$ cat config.mk
export PLATFORM = sky130hd
export DESIGN_NAME = dws_out_flat
export DESIGN_NICKNAME = d
export VERILOG_FILES = /design/src/rtl/dws_pkg.sv /design/src/rtl/dws_stream_if.sv /design/src/rtl/dws_out.sv /design/src/flat_wrapper.sv
export SDC_FILE = /design/constraint.sdc
export NUM_CORES = 1
export LEC_CHECK = 0
export BUFFER_PORTS_ARGS = -buffer_cell sky130_fd_sc_hd__buf_4
export CORE_ASPECT_RATIO = 0.9
export CORE_MARGIN = 2
export CORE_UTILIZATION = 52
export DETAILED_ROUTE_END_ITERATION = 7
export PLACE_DENSITY_LB_ADDON = 0.25
export SYNTH_ARGS = -nofsm -noshare
export SYNTH_HDL_FRONTEND = slang
export SYNTH_SLANG_ARGS = --single-unit
$ cat constraint.sdc
create_clock -name clk -period 6.95 [get_ports clk]
set_clock_uncertainty 0.15 [all_clocks]
set_input_delay 1.39 -clock clk [delete_from_list [all_inputs] [get_ports clk]]
set_output_delay 1.39 -clock clk [all_outputs]
set_load 0.02 [all_outputs]
$ cat src/rtl/dws_pkg.sv
// Shared constants, register codes and pipeline types for the damped wave stencil core.
package dws_pkg;

    // Defaults for the top-level parameters
    localparam int MAX_WIDTH_DEF    = 1024;
    localparam int SAMPLE_WIDTH_DEF = 32;

    // Fixed field widths
    localparam int GW_W      = 11;
    localparam int GH_W      = 16;
    localparam int COEF_W    = 31;
    localparam int ROW_W     = 16;
    localparam int COL_OUT_W = 10;
    localparam int CFG_IDX_W = 3;
    localparam int CFG_DATA_W = 31;

    // Fixed-point layout: bracket is Q.58, product Q.88, result Q.28
    localparam int FRAC_SHIFT = 60;
    localparam int ROUND_BIT  = 59;
    // The bracket is cut at this bit for the two partial products
    localparam int SPLIT      = 34;

    // Register reset values
    localparam logic [GW_W-1:0]   GRID_WIDTH_RST = GW_W'(512);
    localparam logic [GH_W-1:0]   GRID_HEIGHT_RST = GH_W'(512);
    localparam logic [COEF_W-1:0] COEF_X_RST = COEF_W'(2803769);
    localparam logic [COEF_W-1:0] COEF_Y_RST = COEF_W'(2803769);
    localparam logic [COEF_W-1:0] DAMP_PREV_RST = COEF_W'(1073736455);
    localparam logic [COEF_W-1:0] DENOM_RST = COEF_W'(1073736455);

    // Smallest grid side in use
    localparam int MIN_SIDE = 3;

    // Register indexes of the write port
    typedef enum logic [CFG_IDX_W-1:0] {
        REG_GRID_WIDTH  = 3'd0,
        REG_GRID_HEIGHT = 3'd1,
        REG_COEF_X      = 3'd2,
        REG_COEF_Y      = 3'd3,
        REG_DAMP_PREV   = 3'd4,
        REG_DENOM       = 3'd5
    } cfg_reg_t;

    // Per-cell control that rides along the arithmetic pipeline
    typedef struct packed {
        logic [ROW_W-1:0]     row;     // row of the incoming cell
        logic [COL_OUT_W-1:0] col;     // column, low bits
        logic                 has_a;   // result for the row above
        logic                 has_b;   // extra zero result for the last row
        logic                 zero_a;  // result for the row above is an edge cell
        logic                 done_b;  // extra result closes the grid
    } dws_ctl_t;

endpackage

$ cat src/rtl/dws_stream_if.sv


interface dws_result_if #(
    parameter int SAMPLE_WIDTH = dws_pkg::SAMPLE_WIDTH_DEF
);
    logic                                valid;
    logic                                ready;
    logic signed [SAMPLE_WIDTH-1:0]      next_value;
    logic [dws_pkg::ROW_W-1:0]           out_row;
    logic [dws_pkg::COL_OUT_W-1:0]       out_col;
    logic                                last_in_run;
    logic                                grid_done;

    modport source (output valid, output next_value, output out_row, output out_col,
                    output last_in_run, output grid_done, input ready);
    modport sink   (input valid, input next_value, input out_row, input out_col,
                    input last_in_run, input grid_done, output ready);
endinterface

$ cat src/rtl/dws_out.sv
// Rounding, saturation and result beat sequencing with a registered output.
module dws_out #(
    parameter int SAMPLE_WIDTH = dws_pkg::SAMPLE_WIDTH_DEF
) (
    input  logic                            clk,
    input  logic                            rst_n,
    input  logic                            s5_valid,
    output logic                            s5_ready,
    input  dws_pkg::dws_ctl_t               s5_ctl,
    input  logic signed [SAMPLE_WIDTH+32:0] s5_prod_hi,
    input  logic [dws_pkg::SPLIT+dws_pkg::COEF_W-1:0] s5_prod_lo,
    dws_result_if.source                    results
);
    localparam int S      = SAMPLE_WIDTH;
    localparam int PROD_W = S + 67;
    localparam int Q_W    = PROD_W - dws_pkg::FRAC_SHIFT;

    logic signed [PROD_W-1:0] prod, rounded;
    logic signed [Q_W-1:0]    q;
    logic signed [S-1:0]      sat_value;
    logic                     in_range;
    logic                     slot_free, need_a, emit_now;
    logic                     phase_reg, phase_next;
    logic                     out_valid_reg, out_valid_next;

    logic signed [S-1:0]             value_reg, value_next;
    logic [dws_pkg::ROW_W-1:0]       row_reg, row_next;
    logic [dws_pkg::COL_OUT_W-1:0]   col_reg;
    logic                            last_reg, last_next;
    logic                            done_reg, done_next;

    // Recombine, round half up to Q.28, saturate
    always_comb
    begin
        prod = (PROD_W'(s5_prod_hi) <<< dws_pkg::SPLIT)
             + PROD_W'($signed({1'b0, s5_prod_lo}));
        rounded = prod + (PROD_W'(1) <<< dws_pkg::ROUND_BIT);
        q = rounded[PROD_W-1:dws_pkg::FRAC_SHIFT];
        in_range = (&q[Q_W-1:S-1]) || !(|q[Q_W-1:S-1]);
        if (in_range)
            sat_value = q[S-1:0];
        else if (q[Q_W-1])
            sat_value = {1'b1, {(S-1){1'b0}}};
        else
            sat_value = {1'b0, {(S-1){1'b1}}};
    end

    // Beat sequencing: row-above result first, then the last-row zero
    assign slot_free = !out_valid_reg || results.ready;
    assign need_a    = s5_ctl.has_a && !phase_reg;
    assign emit_now  = s5_valid && slot_free && (need_a || s5_ctl.has_b);
    assign s5_ready  = (!s5_ctl.has_a && !s5_ctl.has_b)
                     || (slot_free && !(need_a && s5_ctl.has_b));

    always_comb
    begin
        phase_next     = phase_reg;
        out_valid_next = out_valid_reg;
        value_next     = value_reg;
        row_next       = row_reg;
        last_next      = last_reg;
        done_next      = done_reg;
        if (results.ready)
            out_valid_next = 1'b0;
        if (emit_now)
        begin
            out_valid_next = 1'b1;
            if (need_a)
            begin
                value_next = s5_ctl.zero_a ? '0 : sat_value;
                row_next   = s5_ctl.row - dws_pkg::ROW_W'(1);
                last_next  = !s5_ctl.has_b;
                done_next  = 1'b0;
                phase_next = s5_ctl.has_b;
            end
            else
            begin
                value_next = '0;
                row_next   = s5_ctl.row;
                last_next  = 1'b1;
                done_next  = s5_ctl.done_b;
                phase_next = 1'b0;
            end
        end
    end

    always_ff @(posedge clk or negedge rst_n)
    begin
        if (!rst_n)
        begin
            phase_reg     <= 1'b0;
            out_valid_reg <= 1'b0;
        end
        else
        begin
            phase_reg     <= phase_next;
            out_valid_reg <= out_valid_next;
        end
    end

    // Result payload
    always_ff @(posedge clk)
    begin
        if (emit_now)
        begin
            value_reg <= value_next;
            row_reg   <= row_next;
            col_reg   <= s5_ctl.col;
            last_reg  <= last_next;
            done_reg  <= done_next;
        end
    end

    assign results.valid       = out_valid_reg;
    assign results.next_value  = value_reg;
    assign results.out_row     = row_reg;
    assign results.out_col     = col_reg;
    assign results.last_in_run = last_reg;
    assign results.grid_done   = done_reg;

endmodule

$ cat src/flat_wrapper.sv
// flat-port wrapper written by rule: the top's interface ports become plain ports
module dws_out_flat 
#(
    parameter int SAMPLE_WIDTH = dws_pkg::SAMPLE_WIDTH_DEF
)
  (clk, rst_n, s5_valid, s5_ready, s5_ctl, s5_prod_hi, s5_prod_lo, results_valid, results_next_value, results_out_row, results_out_col, results_last_in_run, results_grid_done, results_ready);
  dws_result_if #(.SAMPLE_WIDTH(SAMPLE_WIDTH)) results_i ();
  input  logic clk;
  input  logic rst_n;
  input  logic s5_valid;
  output logic s5_ready;
  input  dws_pkg::dws_ctl_t s5_ctl;
  input  logic signed [SAMPLE_WIDTH+32:0] s5_prod_hi;
  input  logic [dws_pkg::SPLIT+dws_pkg::COEF_W-1:0] s5_prod_lo;
  output wire logic [$bits(results_i.valid)-1:0] results_valid;
  output wire logic [$bits(results_i.next_value)-1:0] results_next_value;
  output wire logic [$bits(results_i.out_row)-1:0] results_out_row;
  output wire logic [$bits(results_i.out_col)-1:0] results_out_col;
  output wire logic [$bits(results_i.last_in_run)-1:0] results_last_in_run;
  output wire logic [$bits(results_i.grid_done)-1:0] results_grid_done;
  input wire logic [$bits(results_i.ready)-1:0] results_ready;
  assign results_valid = results_i.valid;
  assign results_next_value = results_i.next_value;
  assign results_out_row = results_i.out_row;
  assign results_out_col = results_i.out_col;
  assign results_last_in_run = results_i.last_in_run;
  assign results_grid_done = results_i.grid_done;
  assign results_i.ready = results_ready;
  dws_out #(.SAMPLE_WIDTH(SAMPLE_WIDTH)) u_core (.clk(clk), .rst_n(rst_n), .s5_valid(s5_valid), .s5_ready(s5_ready), .s5_ctl(s5_ctl), .s5_prod_hi(s5_prod_hi), .s5_prod_lo(s5_prod_lo), .results(results_i));
endmodule
==> flow_summary_export.csv, run 1 <==
group,metric,value,unit
run_status,outcome,"complete, no violations",
synthesis,synthCells,491,
timing,hold_viol_final,0,
layout,nNetsFinal,912,
routing,dr.pass1.iters,5,
synthesis,syn-num-nets,716,
routing,via_count,4601,
routing,route.detailed.drc,0,
clock_tree,cts_made_buffers,9,
worst_setup_path,critPathBufInv,2,
worst_setup_path,cp-start-kind,"input pin",
clock_tree,cts_tree,"done",
layout,finalNonFillerCells,818,
timing,fin_crit_sh,0.755,
worst_setup_path,path_class,"in2reg",
place,routabilityCongestion,0.857,
synthesis,ys_seq_area_frac,0.367,
routing,final_antenna_net_count,0,
worst_setup_path,reg2reg_slack,4.17,ns
power_and_ir_drop,power_frac_clock,0.280,
grt,grt_antenna_before_repair,0,
timing,setup_viol,0,
worst_setup_path,r2r-end,"u_core.results.out_row[13]",
clock_tree,cts.htree.levels,3,
power_and_ir_drop,netSwitchingFraction,0.323,
power_and_ir_drop,ir_drop,0.000108,V
timing,slew_headroom,0.456,
hold_path,hold_end,"u_core.phase_reg",
power_and_ir_drop,p_leak,2.86,nW
synthesis,ys_warn_count,0,
clock_tree,post_cts_buffers,0,
place,hpwl,10500,um
synthesis,synth_seq_cells,62,
floorplan,fp.dieW,108,um
floorplan,start_util,0.527,
worst_setup_path,critPathLaunch,"s5_prod_hi[11]",
hold_path,whs_path_depth,2,
clock_tree,clockBufferDepth,2,
layout,drive_gt1_frac,0.383,
worst_setup_path,r2r-start,"u_core.phase_reg",
grt,grt_use_total,0.244,
floorplan,io_pins,226,
floorplan,row_count,34,
flow_run,drv_cap,0,
layout,antenna_cells,0,
layout,area_growth,34.4,%
worst_setup_path,required,6.86,ns
floorplan,fp.coreArea,9570,sq um
power_and_ir_drop,fin_total_pwr,1.14,mW
synthesis,syn_area,5050,sq um
clock_tree,cts_resized,0,
synthesis,syn_avg_cell_area,10.3,sq um
floorplan,die-area,10500,sq um
clock_tree,clkTransAtPathRegs,0.07,ns
place,io_buffers,191,
power_and_ir_drop,p_per_area,168,nW/um^2
timing,max_freq,0.191,GHz
clock_tree,clockRootBuffer,"clkbuf_8",
power_and_ir_drop,pwr-share-comb,0.323,
timing,fin_crit,5.24,ns
grt,grt_max_degree,34,
synthesis,synth_cell_type_count,60,
clock_tree,cts.sinks,62,
timing,worst_pin_slew,0.812,ns
worst_setup_path,critical_path_arrival,5.16,ns
timing,grt_setup_unrepaired,"false",
grt,grt_pass1_vias,4590,
grt,grt_overflow,0,
worst_setup_path,cp_max_fo,17,
grt,grt_pass1_wl,20600,um
hold_path,hp-start,"u_core.phase_reg",
power_and_ir_drop,p_seq_frac,0.397,
worst_setup_path,endpoint_kind,"flop",
place,dp.cells,802,
worst_setup_path,worst-path-stages,13,
worst_setup_path,cp_top_family,"compound AO/OA/AOI/OAI gates",
power_and_ir_drop,p_switching,367,uW
floorplan,dieHeight,97.5,um
routing,avgViaCountPerCell,5.62,
routing,routedWlPerCell,15.5,um
layout,largest_reg_flops,32,
clock_tree,hold_buffers,0,
timing,fin_tns_setup,0,ns
layout,post-route-util,0.709,
hold_path,min_path_type,"reg2reg",
worst_setup_path,max_stage_delay,0.70,ns
worst_setup_path,worstRegToRegCells,8,
timing,drv_slew,0,
routing,wirelength,12700,um
clock_tree,insertion_delay,0.33,ns
worst_setup_path,slowest_stage,"a211oi_1",
routing,drtIter0Drc,246,
worst_setup_path,cp_cell_sequence,"buf_4, ha_1, ha_1, a21oi_1, o22ai_1, a221oi_2, nand3_1, a211oi_1, or3_1, a2111oi_2, a21oi_4, buf_4, a21oi_2",
power_and_ir_drop,p_int,771,uW
-- routing by layer --
metal | GRT usage | wire length [um]
met5 | 0 | 0
met4 | 0.0947 | 284
met3 | 0.0436 | 1060
met2 | 0.427 | 6270
met1 | 0.296 | 5100
-- synth_stat cells, drive strengths merged --
cell type | number | area [sq um]
nor2 | 31 | 119
o211ai | 4 | 30.0
or4 | 6 | 63.8
nand2 | 42 | 158
o21a | 1 | 7.51
o22ai | 3 | 25.0
ha | 61 | 763
a211oi | 4 | 35.0
a221oi | 1 | 15.0
nor4 | 13 | 103
o31ai | 2 | 28.8
a31oi | 3 | 33.8
nand3b | 1 | 7.51
o2111ai | 1 | 8.76
a21boi | 1 | 7.51
a21o | 10 | 75.1
a21oi | 63 | 435
or3 | 4 | 25.0
o31a | 1 | 8.76
edfxtp | 60 | 1800
and4 | 3 | 26.3
or2 | 2 | 12.5
a22oi | 1 | 7.51
mux2i | 1 | 10.0
nand4 | 15 | 115
o21ai | 27 | 135
nor4b | 1 | 8.76
and3 | 5 | 32.5
clkbuf | 1 | 3.75
dfrtp | 2 | 50.1
a311oi | 1 | 26.3
xnor2 | 21 | 184
nor3 | 11 | 66.3
nand2b | 4 | 25.0
nor2b | 7 | 43.8
buf | 8 | 83.8
xor2 | 27 | 236
nand4b | 1 | 8.76
and2 | 5 | 31.3
nand3 | 21 | 110
o21bai | 1 | 7.51
o311a | 1 | 10.0
a2111oi | 1 | 15.0
inv | 12 | 45.0
-- kinds of logic after synthesis --
kind of cell / count (synthesis) / synth area share
AOI/OAI and AO/OA: 126 / 0.181
and+or+nand+nor: 172 / 0.189
muxes: 1 / 0.00198
adders and majority gates: 61 / 0.151
DFF: 62 / 0.367
buffers and inverters: 21 / 0.0263
xor gates and xnor gates: 48 / 0.0833
-- worst register-to-register path, delay by kind of cell (launching register included) --
kind | cells | cell delay [ns]
simple gates | 7 | 1.83
xor+xnor | 1 | 0.17
flops | 1 | 0.40
-- power groups by stage --
stage	sequential, mW	clock [mW]	combinational, mW
3_5_place_dp	0.460	0	0.365
6_report	0.452	0.318	0.368
3_3_place_gp	0.459	0	0.356
5_1_grt	0.454	0.339	0.404
4_1_cts	0.452	0.324	0.368
2_1_floorplan	0.494	0	0.187
-- stage by stage --
| step | cell area (sq um) | hold WS (ns) | worst slack [ns] |
|---|---|---|---|
| floorplan | 5050 | 0.375 | 1.98 |
| CTS | 6780 | 0.453 | 1.77 |
| global placement | 6590 | 0.401 | 1.47 |
| global route | 6780 | 0.498 | 1.51 |
| detailed placement | 6590 | 0.441 | 1.44 |
| finish | 6780 | 0.459 | 1.71 |
-- cells in the final DEF (no fill, tap or decap), types with 4 or more instances in the layout --
cell type	instances
o21ai_0	26
ha_1	61
o211ai_1	4
xor2_1	27
xnor2_1	21
nor2_1	29
nand2b_1	4
a21oi_1	31
and2_1	5
inv_1	12
and3_1	4
nand2_1	42
nand4_1	13
nor4_1	11
buf_4	194
edfxtp_1	60
or4_4	5
or3_1	4
a21oi_2	31
nor2b_1	7
a21o_1	10
nand3_1	20
nor3_1	10
clkbuf_8	9
-- worst max path at each step --
stage / endpoint / slack, ns
floorplan: u_core.results.grid_done / 1.98
finish: u_core.results.next_value[5] / 1.71
detailed placement: u_core.results.next_value[5] / 1.44
global route: u_core.results.next_value[5] / 1.51
CTS: u_core.results.next_value[5] / 1.77
global placement: u_core.results.next_value[5] / 1.47
-- layout make-up --
type / instances / area [sq um]
Sequential cell: 62 / 1850
Tap cell: 126 / 158
Clock buffer: 9 / 124
Multi-Input combinational cell: 408 / 3080
Timing Repair Buffer: 194 / 1460
Clock inverter: 7 / 72.6
Fill cell: 716 / 2790
Inverter: 12 / 45.0
Note: power is estimated with default switching activity, not from simulation.
==> run 2: changes to the inputs <==
--- a/config.mk
+++ b/config.mk
@@ -5,10 +5,11 @@
 export SDC_FILE = /design/constraint.sdc
 export NUM_CORES = 1
 export LEC_CHECK = 0
+export ABC_AREA = 1
 export BUFFER_PORTS_ARGS = -buffer_cell sky130_fd_sc_hd__buf_4
 export CORE_ASPECT_RATIO = 0.9
 export CORE_MARGIN = 2
-export CORE_UTILIZATION = 52
+export CORE_UTILIZATION = 47
 export DETAILED_ROUTE_END_ITERATION = 7
 export PLACE_DENSITY_LB_ADDON = 0.25
 export SYNTH_ARGS = -nofsm -noshare
==> constraint.sdc (replaced) <==
create_clock -name clk -period 4.7 [get_ports clk]
set_clock_uncertainty 0.15 [all_clocks]
set_input_delay 0.94 -clock clk [delete_from_list [all_inputs] [get_ports clk]]
set_output_delay 0.94 -clock clk [all_outputs]
set_load 0.02 [all_outputs]
==> flow_summary_export.csv, run 2 <==
group,metric,value,unit
run_status,outcome,"complete, no violations",
timing,drv_slew,0,
place,routabilityCongestion,0.962,
synthesis,synth_seq_cells,62,
clock_tree,clockRootBuffer,"clkbuf_16",
floorplan,io_pins,226,
timing,slew_headroom,0.614,
routing,via_count,6768,
grt,grt_use_total,0.253,
layout,final_common_cell,"nand2_1",
timing,hold_viol_final,0,
place,placed_area,8050,sq um
timing,fin_crit,3.95,ns
worst_setup_path,cp-start-kind,"input pin",
worst_setup_path,cp_max_fo,31,
worst_setup_path,endpoint_kind,"flop",
clock_tree,clockBufferDepth,2,
timing,fin_tns_setup,0,ns
synthesis,netlist.area_leader.share,0.279,
timing,worst_pin_slew,0.579,ns
routing,dr.pass1.iters,7,
clock_tree,cts_made_buffers,9,
grt,grt_max_degree,33,
grt,grt_antenna_before_repair,0,
worst_setup_path,required,4.59,ns
timing,setup_viol,0,
hold_path,min_path_type,"in2async",
synthesis,synthTopCellsByCount,"347 x nand2_1, 150 x inv_1, 89 x nor2_1",
synthesis,synth_cell_type_count,38,
synthesis,synth_area_leader_cell,"edfxtp_1",
layout,layout_common_cells,"347 x nand2_1, 194 x buf_4, 149 x inv_1",
synthesis,syn_area,6450,sq um
synthesis,yosysMostFrequentCell,"nand2_1",
place,io_buffers,191,
synthesis,synth_flop_cell,"edfxtp_1",
grt,grt_pass1_wl,29700,um
clock_tree,cts.sinks,62,
worst_setup_path,max_stage_delay,0.36,ns
layout,area_growth,29.8,%
synthesis,syn-num-nets,1199,
power_and_ir_drop,p_leak,4.31,nW
grt,grt_pass1_vias,6172,
synthesis,syn_avg_cell_area,6.62,sq um
floorplan,row_count,40,
routing,routedWlPerCell,13.8,um
timing,fin_crit_sh,0.841,
synthesis,synth_fa_ha_area_frac,0.118,
layout,final_area,8370,sq um
synthesis,synthMuxAreaShare,0,
synthesis,yosys-top-cells-area,"edfxtp_1 28%, nand2_1 20%, ha_1 12%, inv_1 8.7%, nor2_1 5.2%",
routing,avgViaCountPerCell,5.05,
clock_tree,cts_resized,0,
synthesis,async_flop_share,0.0323,
routing,route.detailed.drc,0,
floorplan,fp.coreArea,13400,sq um
worst_setup_path,cpMostUsedCell,"nand2_1",
place,hpwl,15800,um
worst_setup_path,cp_cell_sequence,"buf_4, ha_1, ha_1, a21oi_1, nor2_1, nor2_1, o21ai_0, a21oi_1, nand2_1, nand2_1, nand3_1, nand2_1, nand2_1, nor2_1, nand2_1, nand3_2, buf_4, a21oi_1",
power_and_ir_drop,ir_drop,0.000186,V
clock_tree,insertion_delay,0.33,ns
synthesis,ys_warn_count,0,
synthesis,synth_top_family_by_area,"simple AND/OR/NAND/NOR gates",
clock_tree,post_cts_buffers,0,
clock_tree,hold_buffers,0,
layout,largest_reg_flops,32,
layout,drive_gt1_frac,0.206,
timing,grt_setup_unrepaired,"false",
grt,grt_overflow,0,
floorplan,start_util,0.483,
routing,drtIter0Drc,494,
clock_tree,cts.htree.levels,3,
worst_setup_path,path_class,"in2reg",
synthesis,synthCells,974,
flow_run,drv_cap,0,
routing,wirelength,18500,um
floorplan,fp.dieW,127,um
timing,max_freq,0.253,GHz
worst_setup_path,slowest_stage,"ha_1",
synthesis,ys_seq_area_frac,0.287,
worst_setup_path,critical_path_arrival,3.84,ns
layout,post-route-util,0.627,
timing,hold-worst-slack,0.225,ns
routing,final_antenna_net_count,0,
clock_tree,clkTransAtPathRegs,0.06,ns
floorplan,die-area,14700,sq um
synthesis,synth_xor_area_frac,0.0570,
power_and_ir_drop,fin_total_pwr,2.03,mW
synthesis,synth-compound-area-share,0.0640,
floorplan,dieHeight,115,um
layout,nNetsFinal,1393,
layout,antenna_cells,0,
clock_tree,cts_tree,"done",
power_and_ir_drop,p_per_area,243,nW/um^2
synthesis,synthSimpleGateAreaFrac,0.372,
synthesis,synth-edff-count,60,
## run 2: cell count changes in the layout (fill, tap and decap cells not counted), moves of 11 or more
cell     change
nand3_1     +34
nor3_1      +11
nor2_1      +60
inv_1      +137
o21ai_0     -14
xnor2_1     -13
nand2_1    +305
a21oi_2     -31
a21oi_1     +27
## run 2: report_power, final
group          switching (mW)  total (mW)  internal [mW]
combinational           0.392       0.641          0.249
sequential             0.0117       0.669          0.658
clock                   0.253       0.724          0.471
total                   0.657        2.03           1.38
## run 2: critical path, delay by kind of cell
kind            cells  cell delay (ns)
compound gates      4             0.72
fa+ha+maj           2             0.65
simple gates       10             1.12
buf+inv             2             0.40
## run 2: layout make-up
class,count,area [sq um]
tap,168,210
sequential,62,1850
clock inverter,7,104
clock buffer,9,225
fill,1308,4990
multi-input combinational,746,3950
inverter,155,582
timing repair buffer,194,1460
## run 2: through the flow
stage | worst slack (ns) | cells
global placement | 0.447 | 1325
floorplan | 1.27 | 974
finish | 0.748 | 1341
global route | 0.475 | 1341
CTS | 0.797 | 1341
detailed placement | 0.461 | 1325
## run 2: cells by family (layout without fill, tap and decap cells)
family | count (synthesis) | in the layout
buffers and inverters | 166 | 365
flip-flops | 62 | 62
AO/OA/AOI/OAI | 79 | 79
adder cells (fa/ha/maj) | 61 | 61
XOR/XNOR | 42 | 42
AND/OR/NAND/NOR | 564 | 564
## run 2: worst paths after layout
kind                             startpoint                      endpoint  slack, ns  cells after the start
min                                   rst_n          u_core.results.valid       0.23                      1
min reg2reg                u_core.phase_reg              u_core.phase_reg       0.39                      2
max reg2reg                u_core.phase_reg    u_core.results.out_row[15]       2.02                      8
max                          s5_prod_hi[26]  u_core.results.next_value[4]       0.75                     18
min in group clk           u_core.phase_reg              u_core.phase_reg       0.39                      2
max in group asynchronous             rst_n              u_core.phase_reg       4.09                      1
## run 2: metal layers
| metal | track usage | part of all wire | wire length, um | vias up |
|---|---|---|---|---|
| met4 | 0.0476 | 0.0086 | 160 | 0 |
| met3 | 0.0396 | 0.073 | 1350 | 12 |
| li1 | - | - | - | 3503 |
| met2 | 0.416 | 0.45 | 8260 | 219 |
| met1 | 0.358 | 0.47 | 8740 | 3034 |
| met5 | 0 | 0 | 0 | - |
==> run 3: changes to the inputs <==
==> constraint.sdc (replaced) <==
create_clock -name clk -period 3.6 [get_ports clk]
set_clock_uncertainty 0.15 [all_clocks]
set_input_delay 0.72 -clock clk [delete_from_list [all_inputs] [get_ports clk]]
set_output_delay 0.72 -clock clk [all_outputs]
set_load 0.02 [all_outputs]
==> flow_summary_export.csv, run 3 (synthesis gave the netlist of run 2 again) <==
group,metric,value,unit
clock_tree,clockRootBuffer,"clkbuf_16",
layout,final_common_cell,"nand2_1",
routing,route.detailed.drc,0,
grt,grt_overflow,0,
worst_setup_path,endpoint_kind,"flop",
clock_tree,cts_made_buffers,9,
hold_path,min_path_type,"reg2reg",
clock_tree,cts_tree,"done",
power_and_ir_drop,power_frac_clock,0.302,
place,io_buffers,191,
worst_setup_path,cp-start-kind,"input pin",
layout,drive_gt1_frac,0.290,
power_and_ir_drop,p_switching,944,uW
floorplan,start_util,0.483,
timing,worst_pin_slew,0.693,ns
clock_tree,cts.htree.levels,3,
floorplan,row_count,40,
flow_run,drv_cap,0,
grt,grt_pass1_wl,31100,um
worst_setup_path,critical_path_arrival,3.38,ns
layout,area_growth,42.8,%
routing,drtIter0Drc,552,
timing,hold_viol_final,0,
power_and_ir_drop,p_seq_frac,0.321,
power_and_ir_drop,p_leak,4.71,nW
power_and_ir_drop,fin_total_pwr,2.72,mW
timing,max_freq,0.288,GHz
routing,dr.pass1.iters,6,
grt,grt_antenna_before_repair,0,
floorplan,io_pins,226,
clock_tree,clockBufferDepth,2,
place,dp.cells,1381,
clock_tree,clkTransAtPathRegs,0.06,ns
layout,multiInputGateArea,4230,sq um
grt,grt_pass1_vias,6390,
timing,drv_slew,0,
power_and_ir_drop,p_int,1.77,mW
timing,fin_tns_setup,0,ns
layout,layout_common_cells,"333 x nand2_1, 254 x buf_4, 148 x inv_1",
layout,nNetsFinal,1462,
place,routabilityCongestion,0.968,
floorplan,fp.dieW,127,um
power_and_ir_drop,netSwitchingFraction,0.347,
timing,hold-worst-slack,0.375,ns
layout,antenna_cells,0,
clock_tree,cts.sinks,62,
layout,largest_reg_flops,32,
routing,avgViaCountPerCell,5.13,
grt,grt_max_degree,33,
routing,routedWlPerCell,14.7,um
clock_tree,insertion_delay,0.34,ns
routing,final_antenna_net_count,0,
worst_setup_path,cp_max_fo,8,
timing,fin_crit_sh,0.964,
layout,fill_cells,1221,
floorplan,dieHeight,115,um
power_and_ir_drop,ir_drop,0.000198,V
layout,finalNonFillerCells,1410,
timing,setup_viol,0,
timing,fin_crit,3.47,ns
routing,wirelength,20700,um
worst_setup_path,path_class,"in2reg",
routing,via_count,7238,
layout,seqCellArea,1850,sq um
worst_setup_path,required,3.51,ns
run_status,outcome,"complete, no violations",
power_and_ir_drop,pwr-share-comb,0.376,
place,hpwl,16700,um
power_and_ir_drop,p_per_area,295,nW/um^2
floorplan,fp.coreArea,13400,sq um
grt,grt_use_total,0.270,
timing,slew_headroom,0.538,
floorplan,die-area,14700,sq um
-- run 3: final timing paths --
check                      slack (ns)                       endpoint             start  cells past startpoint
max                              0.13  u_core.results.next_value[12]    s5_prod_hi[25]                     23
min                              0.38               u_core.phase_reg  u_core.phase_reg                      2
max reg2reg                      0.89     u_core.results.out_row[15]  u_core.phase_reg                      8
min reg2reg                      0.38               u_core.phase_reg  u_core.phase_reg                      2
max in group asynchronous        2.67               u_core.phase_reg             rst_n                      2
min in group asynchronous        0.55           u_core.results.valid             rst_n                      2
-- run 3: power groups by stage --
stage | combinational, mW | sequential [mW] | clock (mW)
detailed placement | 0.927 | 0.888 | 0
finish | 1.02 | 0.873 | 0.821
floorplan | 0.434 | 0.954 | 0
CTS | 0.935 | 0.874 | 0.830
global placement | 0.919 | 0.886 | 0
global route | 1.12 | 0.878 | 0.864
-- run 3: layout make-up --
| type | instances | area share |
|---|---|---|
| multi-input cells | 747 | 0.459 |
| inverters | 155 | 0.0632 |
| well taps | 168 | 0.0228 |
| flip-flops and latches | 62 | 0.201 |
| clock inverters | 7 | 0.00598 |
| clock buffers | 9 | 0.0245 |
| repair buffers | 262 | 0.224 |
-- run 3: metal layers --
| layer | track usage | routed length, um |
|---|---|---|
| met2 | 0.441 | 9430 |
| met4 | 0.0652 | 298 |
| met5 | 0 | 0 |
| met3 | 0.0475 | 1750 |
| met1 | 0.375 | 9270 |
-- run 3: timing repair --
| item | in CTS | in global routing |
|---|---|---|
| setup endpoints to repair | 0 | 31 |
| hold buffers | 1 | 0 |
| hold endpoints to repair | 2 | 0 |
| gates resized for setup | 0 | 62 |
| buffers inserted | 0 | 8 |
-- run 3: metrics by stage --
step	util	instance area, sq um	setup WS, ns
floorplan	-	6450	0.395
global placement	0.635	8490	-0.157
detailed placement	0.635	8490	-0.203
CTS	0.657	8780	0.115
global route	0.689	9210	-0.0565
finish	0.689	9210	0.129
-- run 3: critical path, cell delays in order --
cell       delay (ns)
buf_4            0.08
inv_1            0.03
ha_1             0.27
inv_1            0.04
ha_1             0.28
buf_4            0.13
nand2_2          0.07
inv_2            0.09
nand2_2          0.06
nor3_2           0.23
inv_1            0.08
nor2_1           0.08
nand2_1          0.07
nand2_2          0.09
nand2_4          0.07
nand3_2          0.08
buf_4            0.11
nand3_1          0.08
nor2_2           0.15
nand2_4          0.11
nand3_4          0.16
clkbuf_16        0.20
a21oi_1          0.08
